===== src/rtl/core/ibc_pkg.sv =====
// shared types, constants and register map of the imu bias calibrator
package ibc_pkg;

    // sample and accumulator widths
    localparam int DATA_W    = 16;
    localparam int SUM_W     = 26;
    localparam int CNT_W     = 10;
    localparam int LEFT_W    = 8;
    localparam int AXES      = 6;
    localparam int GYRO_AXES = 3;
    localparam int ACCEL_Z   = 5;
    localparam int PHASE_W   = 2;

    // averaging window length
    localparam int AVG_SAMPLES = 255;

    // reciprocal for the window division, exact for any magnitude below 2**SUM_W
    localparam int DIV_L   = $clog2(AVG_SAMPLES);
    localparam int DIV_SH  = SUM_W + DIV_L;
    localparam int MULT_W  = SUM_W + 2;
    localparam int PROD_W  = DIV_SH + SUM_W;
    localparam logic [MULT_W-1:0] DIV_MULT =
        MULT_W'(((64'd1 << DIV_SH) + 64'(AVG_SAMPLES) - 64'd1) / 64'(AVG_SAMPLES));

    // configuration register map
    localparam int REG_IDX_W = 2;
    localparam int ADDR_W    = REG_IDX_W + 2;
    localparam int APB_W     = 32;
    localparam logic [REG_IDX_W-1:0] REG_STILL_THR = 2'd0;
    localparam logic [REG_IDX_W-1:0] REG_STILL_CNT = 2'd1;
    localparam logic [REG_IDX_W-1:0] REG_GRAVITY   = 2'd2;

    // register reset values
    localparam logic [DATA_W-1:0]        THR_RESET     = 16'd10;
    localparam logic [LEFT_W-1:0]        CNT_RESET     = 8'd30;
    localparam logic signed [DATA_W-1:0] GRAVITY_RESET = 16'sd16383;

    // calibration phase
    typedef enum logic [PHASE_W-1:0] {
        PH_WAIT = 2'd0,
        PH_AVG  = 2'd1,
        PH_DONE = 2'd2
    } phase_t;

    // per-stage commands from the controller to every lane
    typedef struct packed {
        logic load1;
        logic clear;
        logic accum;
        logic finish;
        logic prev_load;
        logic load2;
        logic load3;
        logic set_offs;
        logic use_offs;
    } lane_ctl_t;

endpackage


===== src/rtl/core/ibc_lane.sv =====
// one axis lane: stillness compare, window accumulator, reciprocal divide, correction
module ibc_lane (
    input  logic                                 clk,
    input  logic                                 rst_n,
    input  ibc_pkg::lane_ctl_t                   ctl,
    input  logic signed [ibc_pkg::DATA_W-1:0]    sample,
    input  logic signed [ibc_pkg::DATA_W-1:0]    bias,
    input  logic        [ibc_pkg::DATA_W-1:0]    still_thr,
    output logic                                 still,
    output logic signed [ibc_pkg::DATA_W-1:0]    corr
);

    logic signed [ibc_pkg::DATA_W-1:0] prev_reg;
    logic signed [ibc_pkg::DATA_W:0]   diff;
    logic        [ibc_pkg::DATA_W:0]   diff_abs;
    logic signed [ibc_pkg::DATA_W:0]   val;
    logic        [ibc_pkg::SUM_W-1:0]  sum_reg;
    logic        [ibc_pkg::SUM_W-1:0]  sum_next;
    logic        [ibc_pkg::SUM_W-1:0]  mag;
    logic        [ibc_pkg::PROD_W-1:0] prod;

    logic signed [ibc_pkg::DATA_W-1:0] smp1_reg;
    logic        [ibc_pkg::SUM_W-1:0]  mag1_reg;
    logic                              sign1_reg;
    logic signed [ibc_pkg::DATA_W-1:0] smp2_reg;
    logic        [ibc_pkg::SUM_W-1:0]  q2_reg;
    logic                              sign2_reg;
    logic signed [ibc_pkg::DATA_W-1:0] offs_reg;
    logic signed [ibc_pkg::DATA_W-1:0] corr_reg;

    // change against the previous sample
    assign diff     = (ibc_pkg::DATA_W+1)'(sample) - (ibc_pkg::DATA_W+1)'(prev_reg);
    assign diff_abs = diff[ibc_pkg::DATA_W] ? (ibc_pkg::DATA_W+1)'(-diff)
                                            : (ibc_pkg::DATA_W+1)'(diff);
    assign still    = (diff_abs <= {1'b0, still_thr});

    // running sum with the lane reference removed, and its magnitude
    assign val      = (ibc_pkg::DATA_W+1)'(sample) - (ibc_pkg::DATA_W+1)'(bias);
    assign sum_next = sum_reg + ibc_pkg::SUM_W'(val);
    assign mag      = sum_next[ibc_pkg::SUM_W-1] ? (-sum_next) : sum_next;

    // divide by the window length through the reciprocal
    assign prod = ibc_pkg::PROD_W'(mag1_reg) * ibc_pkg::PROD_W'(ibc_pkg::DIV_MULT);

    // accumulator
    always_ff @(posedge clk or negedge rst_n)
    begin
        if (!rst_n)
        begin
            sum_reg <= '0;
        end
        else if (ctl.clear || ctl.finish)
        begin
            sum_reg <= '0;
        end
        else if (ctl.accum)
        begin
            sum_reg <= sum_next;
        end
    end

    // pipeline payload
    always_ff @(posedge clk)
    begin
        if (ctl.prev_load)
        begin
            prev_reg <= sample;
        end
        if (ctl.load1)
        begin
            smp1_reg  <= sample;
            mag1_reg  <= mag;
            sign1_reg <= sum_next[ibc_pkg::SUM_W-1];
        end
        if (ctl.load2)
        begin
            smp2_reg  <= smp1_reg;
            q2_reg    <= prod[ibc_pkg::DIV_SH +: ibc_pkg::SUM_W];
            sign2_reg <= sign1_reg;
        end
        if (ctl.set_offs)
        begin
            offs_reg <= sign2_reg ? (-q2_reg[ibc_pkg::DATA_W-1:0])
                                  : q2_reg[ibc_pkg::DATA_W-1:0];
        end
        if (ctl.load3)
        begin
            corr_reg <= smp2_reg - (ctl.use_offs ? offs_reg : '0);
        end
    end

    assign corr = corr_reg;

endmodule


===== src/rtl/core/ibc_ctrl.sv =====
// calibration phase control, stage handshake and configuration registers
module ibc_ctrl (
    input  logic                                   clk,
    input  logic                                   rst_n,
    input  logic                                   in_valid,
    output logic                                   in_ready,
    input  logic                                   recal,
    input  logic [ibc_pkg::GYRO_AXES-1:0]          still,
    output logic                                   out_valid,
    input  logic                                   out_ready,
    output logic [ibc_pkg::PHASE_W-1:0]            out_phase,
    output ibc_pkg::lane_ctl_t                     ctl,
    output logic        [ibc_pkg::DATA_W-1:0]      still_thr,
    output logic signed [ibc_pkg::DATA_W-1:0]      gravity,
    input  logic                                   psel,
    input  logic                                   penable,
    input  logic                                   pwrite,
    input  logic [ibc_pkg::ADDR_W-1:0]             paddr,
    input  logic [ibc_pkg::APB_W-1:0]              pwdata,
    output logic [ibc_pkg::APB_W-1:0]              prdata
);

    ibc_pkg::phase_t                    phase_reg, phase_next, ph_eff;
    logic                               have_prev_reg, hp_eff, hp_next;
    logic [ibc_pkg::LEFT_W-1:0]         left_reg, left_eff, left_next;
    logic [ibc_pkg::CNT_W-1:0]          cnt_reg, cnt_eff, cnt_next, cnt_inc;
    logic                               complete;

    logic [ibc_pkg::DATA_W-1:0]         thr_reg;
    logic [ibc_pkg::LEFT_W-1:0]         still_cnt_reg;
    logic signed [ibc_pkg::DATA_W-1:0]  grav_reg;
    logic                               wr;
    logic [ibc_pkg::REG_IDX_W-1:0]      idx;

    logic                               v1_reg, v2_reg, v3_reg;
    ibc_pkg::phase_t                    ph1_reg, ph2_reg, ph3_reg;
    logic                               done1_reg, done2_reg;
    logic                               adv1, adv2, adv3, ready2, ready3;

    // elastic stage handshake, each stage holds its own request
    assign ready3   = !v3_reg || out_ready;
    assign adv3     = v2_reg && ready3;
    assign ready2   = !v2_reg || ready3;
    assign adv2     = v1_reg && ready2;
    assign in_ready = !v1_reg || ready2;
    assign adv1     = in_valid && in_ready;

    // next calibration state for the request at the input
    always_comb
    begin
        ph_eff     = recal ? ibc_pkg::PH_WAIT : phase_reg;
        hp_eff     = recal ? 1'b0 : have_prev_reg;
        left_eff   = recal ? still_cnt_reg : left_reg;
        cnt_eff    = recal ? '0 : cnt_reg;
        phase_next = ph_eff;
        hp_next    = hp_eff;
        left_next  = left_eff;
        cnt_inc    = cnt_eff + 1'b1;
        cnt_next   = cnt_eff;
        complete   = 1'b0;
        case (ph_eff)
            ibc_pkg::PH_WAIT:
            begin
                hp_next = 1'b1;
                if (hp_eff && (&still) && (left_eff != '0))
                begin
                    left_next = left_eff - 1'b1;
                end
                if (left_next == '0)
                begin
                    phase_next = ibc_pkg::PH_AVG;
                end
            end
            ibc_pkg::PH_AVG:
            begin
                cnt_next = cnt_inc;
                if (cnt_inc >= ibc_pkg::CNT_W'(ibc_pkg::AVG_SAMPLES))
                begin
                    complete   = 1'b1;
                    cnt_next   = '0;
                    phase_next = ibc_pkg::PH_DONE;
                end
            end
            default:
            begin
            end
        endcase
    end

    // lane commands
    always_comb
    begin
        ctl.load1     = adv1;
        ctl.clear     = adv1 && recal;
        ctl.accum     = adv1 && (ph_eff == ibc_pkg::PH_AVG);
        ctl.finish    = adv1 && (ph_eff == ibc_pkg::PH_AVG) && complete;
        ctl.prev_load = adv1 && (ph_eff == ibc_pkg::PH_WAIT);
        ctl.load2     = adv2;
        ctl.load3     = adv3;
        ctl.set_offs  = adv3 && done2_reg;
        ctl.use_offs  = (ph2_reg == ibc_pkg::PH_DONE);
    end

    // calibration state
    always_ff @(posedge clk or negedge rst_n)
    begin
        if (!rst_n)
        begin
            phase_reg     <= ibc_pkg::PH_WAIT;
            have_prev_reg <= 1'b0;
            left_reg      <= ibc_pkg::CNT_RESET;
            cnt_reg       <= '0;
        end
        else if (wr && (idx == ibc_pkg::REG_STILL_CNT))
        begin
            left_reg <= pwdata[ibc_pkg::LEFT_W-1:0];
        end
        else if (adv1)
        begin
            phase_reg     <= phase_next;
            have_prev_reg <= hp_next;
            left_reg      <= left_next;
            cnt_reg       <= cnt_next;
        end
    end

    // stage valids and per-request tags
    always_ff @(posedge clk or negedge rst_n)
    begin
        if (!rst_n)
        begin
            v1_reg    <= 1'b0;
            v2_reg    <= 1'b0;
            v3_reg    <= 1'b0;
            ph1_reg   <= ibc_pkg::PH_WAIT;
            ph2_reg   <= ibc_pkg::PH_WAIT;
            ph3_reg   <= ibc_pkg::PH_WAIT;
            done1_reg <= 1'b0;
            done2_reg <= 1'b0;
        end
        else
        begin
            if (adv1)
            begin
                v1_reg    <= 1'b1;
                ph1_reg   <= ph_eff;
                done1_reg <= ctl.finish;
            end
            else if (adv2)
            begin
                v1_reg <= 1'b0;
            end
            if (adv2)
            begin
                v2_reg    <= 1'b1;
                ph2_reg   <= ph1_reg;
                done2_reg <= done1_reg;
            end
            else if (adv3)
            begin
                v2_reg <= 1'b0;
            end
            if (adv3)
            begin
                v3_reg  <= 1'b1;
                ph3_reg <= ph2_reg;
            end
            else if (out_ready)
            begin
                v3_reg <= 1'b0;
            end
        end
    end

    assign out_valid = v3_reg;
    assign out_phase = ph3_reg;

    // configuration registers
    assign wr  = psel && penable && pwrite;
    assign idx = paddr[ibc_pkg::ADDR_W-1:2];

    always_ff @(posedge clk or negedge rst_n)
    begin
        if (!rst_n)
        begin
            thr_reg       <= ibc_pkg::THR_RESET;
            still_cnt_reg <= ibc_pkg::CNT_RESET;
            grav_reg      <= ibc_pkg::GRAVITY_RESET;
        end
        else if (wr)
        begin
            case (idx)
                ibc_pkg::REG_STILL_THR: thr_reg       <= pwdata[ibc_pkg::DATA_W-1:0];
                ibc_pkg::REG_STILL_CNT: still_cnt_reg <= pwdata[ibc_pkg::LEFT_W-1:0];
                ibc_pkg::REG_GRAVITY:   grav_reg      <= pwdata[ibc_pkg::DATA_W-1:0];
                default:
                begin
                end
            endcase
        end
    end

    // register readback
    always_comb
    begin
        case (idx)
            ibc_pkg::REG_STILL_THR: prdata = ibc_pkg::APB_W'(thr_reg);
            ibc_pkg::REG_STILL_CNT: prdata = ibc_pkg::APB_W'(still_cnt_reg);
            ibc_pkg::REG_GRAVITY:   prdata = ibc_pkg::APB_W'(unsigned'(grav_reg));
            default:                prdata = '0;
        endcase
    end

    assign still_thr = thr_reg;
    assign gravity   = grav_reg;

endmodule


===== src/rtl/core/imu_bias_calibrator.sv =====
// top level of the six-axis imu bias calibrator
// One sample is taken every clock cycle unless the output stalls; its corrected result passes
// through two working stages and an output register, each of which holds its own request so
// that input keeps flowing while a result waits at the output. Six identical axis lanes run
// side by side: each compares its sample change for the stillness check, sums the averaging
// window, and turns the window sum into an offset with a reciprocal multiply over two stages;
// a shared controller merges the three stillness flags and steps the phase (wait for
// stillness, average, calibrated). Results carry the offsets and phase in force when their
// sample arrived, so the sample that closes the window still reads phase 1 and zero offsets.
module imu_bias_calibrator (
    input  logic                              clk,
    input  logic                              rst_n,
    input  logic                              s_axis_tvalid,
    output logic                              s_axis_tready,
    // raw_gyro_x, raw_gyro_y, raw_gyro_z, raw_accel_x, raw_accel_y, raw_accel_z
    input  logic [ibc_pkg::AXES*ibc_pkg::DATA_W-1:0] s_axis_tdata,
    // recalibrate
    input  logic                              s_axis_tuser,
    output logic                              m_axis_tvalid,
    input  logic                              m_axis_tready,
    // corr_gyro_x, corr_gyro_y, corr_gyro_z, corr_accel_x, corr_accel_y, corr_accel_z
    output logic [ibc_pkg::AXES*ibc_pkg::DATA_W-1:0] m_axis_tdata,
    // calib_phase
    output logic [ibc_pkg::PHASE_W-1:0]       m_axis_tuser,
    input  logic                              psel,
    input  logic                              penable,
    input  logic                              pwrite,
    input  logic [ibc_pkg::ADDR_W-1:0]        paddr,
    input  logic [ibc_pkg::APB_W-1:0]         pwdata,
    output logic [ibc_pkg::APB_W-1:0]         prdata,
    output logic                              pready
);

    ibc_pkg::lane_ctl_t                 ctl;
    logic [ibc_pkg::AXES-1:0]           lane_still;
    logic        [ibc_pkg::DATA_W-1:0]  still_thr;
    logic signed [ibc_pkg::DATA_W-1:0]  gravity;

    assign pready = 1'b1;

    // phase control and configuration
    ibc_ctrl u_ctrl (
        .clk       (clk),
        .rst_n     (rst_n),
        .in_valid  (s_axis_tvalid),
        .in_ready  (s_axis_tready),
        .recal     (s_axis_tuser),
        .still     (lane_still[ibc_pkg::GYRO_AXES-1:0]),
        .out_valid (m_axis_tvalid),
        .out_ready (m_axis_tready),
        .out_phase (m_axis_tuser),
        .ctl       (ctl),
        .still_thr (still_thr),
        .gravity   (gravity),
        .psel      (psel),
        .penable   (penable),
        .pwrite    (pwrite),
        .paddr     (paddr),
        .pwdata    (pwdata),
        .prdata    (prdata)
    );

    // one lane per axis, gravity removed on accel z only
    for (genvar g = 0; g < ibc_pkg::AXES; g++)
    begin : g_lane
        logic signed [ibc_pkg::DATA_W-1:0] bias;
        logic signed [ibc_pkg::DATA_W-1:0] corr;

        assign bias = (g == ibc_pkg::ACCEL_Z) ? gravity : '0;

        ibc_lane u_lane (
            .clk       (clk),
            .rst_n     (rst_n),
            .ctl       (ctl),
            .sample    (s_axis_tdata[g*ibc_pkg::DATA_W +: ibc_pkg::DATA_W]),
            .bias      (bias),
            .still_thr (still_thr),
            .still     (lane_still[g]),
            .corr      (corr)
        );

        assign m_axis_tdata[g*ibc_pkg::DATA_W +: ibc_pkg::DATA_W] = corr;
    end

    // an empty output register always leaves room for a new request
    assert property (@(posedge clk) disable iff (!rst_n)
        !m_axis_tvalid |-> s_axis_tready)
        else $error("input stalled with empty output register");

    // a presented result never carries the unused phase code
    assert property (@(posedge clk) disable iff (!rst_n)
        m_axis_tvalid |-> (m_axis_tuser <= ibc_pkg::PH_DONE))
        else $error("invalid calibration phase on output");

    // a waiting result stays presented and unchanged until it is taken
    assert property (@(posedge clk) disable iff (!rst_n)
        (m_axis_tvalid && !m_axis_tready)
        |=> (m_axis_tvalid && $stable(m_axis_tdata) && $stable(m_axis_tuser)))
        else $error("result dropped or changed while waiting");

endmodule


===== config.mk =====
export PLATFORM = sky130hd
export DESIGN_NAME = imu_bias_calibrator
export DESIGN_NICKNAME = d
export VERILOG_FILES = /design/src/rtl/core/ibc_pkg.sv /design/src/rtl/core/ibc_lane.sv /design/src/rtl/core/ibc_ctrl.sv /design/src/rtl/core/imu_bias_calibrator.sv
export SDC_FILE = /design/constraint.sdc
export NUM_CORES = 2
export LEC_CHECK = 0
export BUFFER_PORTS_ARGS = -buffer_cell sky130_fd_sc_hd__buf_4
export CAP_MARGIN = 20
export CORE_MARGIN = 3
export CORE_UTILIZATION = 61
export CTS_CLUSTER_DIAMETER = 40
export CTS_CLUSTER_SIZE = 30
export DETAILED_ROUTE_END_ITERATION = 12
export PLACE_DENSITY = 0.88
export SYNTH_ARGS = -nofsm -noshare
export SYNTH_HDL_FRONTEND = slang
export SYNTH_SLANG_ARGS = --single-unit

===== constraint.sdc =====
create_clock -name clk -period 15.21 [get_ports clk]
set_clock_uncertainty 0.1 [all_clocks]
set_input_delay 1.521 -clock clk [delete_from_list [all_inputs] [get_ports clk]]
set_output_delay 1.521 -clock clk [all_outputs]
set_load 0.03 [all_outputs]

==> results.ini <==
[timing]
finalCritPeriodShare=0.466
period_needed_ns=7.09
tns_ns=0
rsz0062_at_grt=false
slew_headroom=0.166
slew_violations=0
setup-violations-final=0
hold_viol=0
fmax_mhz=141
tightest_slew_ns=1.22

[clock_tree]
cts_setup_buffers=0
tritoncts=built
postCtsHoldBufs=0
clock_path_buffers=3
path_clk_slew_ns=0.08
cts-root-buf=clkbuf_16
cts_resized=0
clk_latency_ns=0.77
cts_buffers=130
clock_sinks=924
htreeDepth=4

[job]
cap_viol_max_count=0

[floorplanning]
die_h_microns=360
ios=273
fp.dieW_microns=360
initial_core_util=0.616
rows=129
dieArea_sq_um=130000
coreArea_sq_um=124000

[layout]
drive_gt1_frac=0.0766
mostFrequentLayoutCells=1475 x ha_1, 843 x inv_1, 696 x edfxtp_1, 498 x nand2_1, 381 x xnor2_1
area_growth_pct=10.5
final_core_util=0.681
nets=9430
final_common_cell=ha_1

[logic_synthesis]
synth_top_flop_cell=edfxtp_1
synth_area_sq_um=76400
synth_seq_area_share=0.348
syn_avg_cell_area_sq_um=10.5
yosys_register_bits=924
ys_async_sr_fraction=0.247
yosysTopAreaCellShare=0.273
yosysTopAreaCell=edfxtp_1
postSynthCellCount=7301
synth.area.top_cells=edfxtp_1 27%, ha_1 24%, dfrtp_1 6.7%
yosysWarnings=0
synth.distinct_cells=92
synth-edff-count=696

[detailed_routing]
remaining_drc_errors=0
wire_per_inst_microns=19.9
wl_mm=185
drtPass1Iterations=6
first_iter_violations=5101
drtAntennaViolNets=0
num_vias=57300
via_per_inst=6.14

[placed_design]
gp_congestion=0.936
place_hpwl_mm=143
portBuffers=237

[setup_path]
end_kind=register
crit_type=input port to register
setup.worst_path.start_class=input port
arrival_ns=7.48
worstPathRequired_ns=15.60
crit_fanout=17

[global_routing]
grt_start_max_net_pins=119
grt_pass1_wl_mm=298
grt_overflow_total=0
gr-usage-all-layers=0.284
grt_pass1_vias=58600
antenna_found_initial=7

[outcome]
status=finished, final reports clean

[min_path]
min_path_type=register to register

-- layer usage --
metal,global-route usage,vias to the layer above,part of all wire
met5,0,-,0.000070
met4,0.122,2,0.043
met3,0.0438,484,0.073
met2,0.478,2233,0.48
met1,0.365,27700,0.41
li1,-,26900,-
-- kinds of logic (layout without fill, tap and decap cells) --
family / count (synthesis) / count (layout) / synth area share
AO/OA/AOI/OAI: 1522 / 1522 / 0.130
buffers and inverters: 972 / 1346 / 0.0488
XOR/XNOR: 569 / 569 / 0.0652
other: 2 / 18 / 0.0000982
AND/OR/NAND/NOR: 1553 / 1553 / 0.0979
adder cells (fa/ha/maj): 1707 / 1707 / 0.302
multiplexers: 52 / 52 / 0.00709
flip-flops: 924 / 924 / 0.348
-- final timing paths --
path                                            start                            end  slack (ns)  depth (start not counted)
setup / recovery                     s_axis_tdata[81]  g_lane[5].u_lane.mag1_reg[15]        8.12                         27
hold / removal             g_lane[4].u_lane.sign1_reg     g_lane[4].u_lane.sign2_reg        0.29                          0
setup reg to reg                    u_ctrl.gravity[1]  g_lane[5].u_lane.mag1_reg[15]        8.35                         27
hold reg to reg            g_lane[4].u_lane.sign1_reg     g_lane[4].u_lane.sign2_reg        0.29                          0
max in group asynchronous                       rst_n   g_lane[4].u_lane.sum_reg[13]       12.09                          3
min in group asynchronous                       rst_n    g_lane[1].u_lane.sum_reg[3]        0.67                          1
-- final cells by class --
class,count,area [sq um]
diodes,1,2.50
flip-flops and latches,924,26600
clock inverters,97,1030
fillers,8525,39700
clock buffers,142,3370
well taps,1637,2050
multi-input cells,5420,46200
inverters,847,3200
repair buffers,260,1980
-- metrics by stage --
| stage | worst slack, ns | hold WS (ns) | instances | instance area [sq um] |
|---|---|---|---|---|
| 2_1_floorplan | 6.24 | 0.300 | 7316 | 76500 |
| 3_3_place_gp | 7.70 | 0.301 | 9086 | 80000 |
| 3_5_place_dp | 7.50 | 0.305 | 9086 | 80000 |
| 4_1_cts | 8.29 | 0.296 | 9325 | 84400 |
| 5_1_grt | 7.51 | 0.306 | 9328 | 84500 |
| 6_report | 8.12 | 0.293 | 9328 | 84500 |
-- cell usage after synthesis, drive strengths merged (36+ instances only) --
| cell type | instances |
|---|---|
| nor2b | 77 |
| a211oi | 52 |
| o31ai | 68 |
| nand2 | 498 |
| edfxtp | 696 |
| nor2 | 369 |
| inv | 847 |
| o21ai | 415 |
| nor3 | 118 |
| and3 | 54 |
| a21boi | 41 |
| nand2b | 64 |
| xor2 | 187 |
| dfrtp | 204 |
| nand4 | 48 |
| or3 | 49 |
| clkbuf | 99 |
| fa | 232 |
| o21a | 76 |
| o21bai | 36 |
| a22o | 105 |
| nand3 | 104 |
| xnor2 | 382 |
| ha | 1475 |
| a21oi | 310 |
| a31oi | 47 |
| a21o | 145 |
-- critical path: stages --
cell and delay, ns:
buf_4 0.14, ha_1 0.28, nor2b_1 0.12, o21ai_0 0.25, a21boi_0 0.16, o21ai_0 0.24
a21boi_0 0.16, o21ai_0 0.22, a21oi_1 0.12, o41ai_1 0.61, o21bai_1 0.12, a21oi_1 0.21
xnor2_1 0.15, ha_1 0.36, a21o_1 0.21, a21o_1 0.20, or3_1 0.31, a211oi_1 0.30
or2_1 0.23, o211ai_1 0.14, o41ai_1 0.41, a21oi_1 0.15, xnor2_1 0.15, buf_4 0.20
inv_2 0.18, o21ai_0 0.14, xnor2_1 0.17
Power is not shown: default switching activity piles up to over one toggle a cycle in this logic, so the estimate is an artifact.
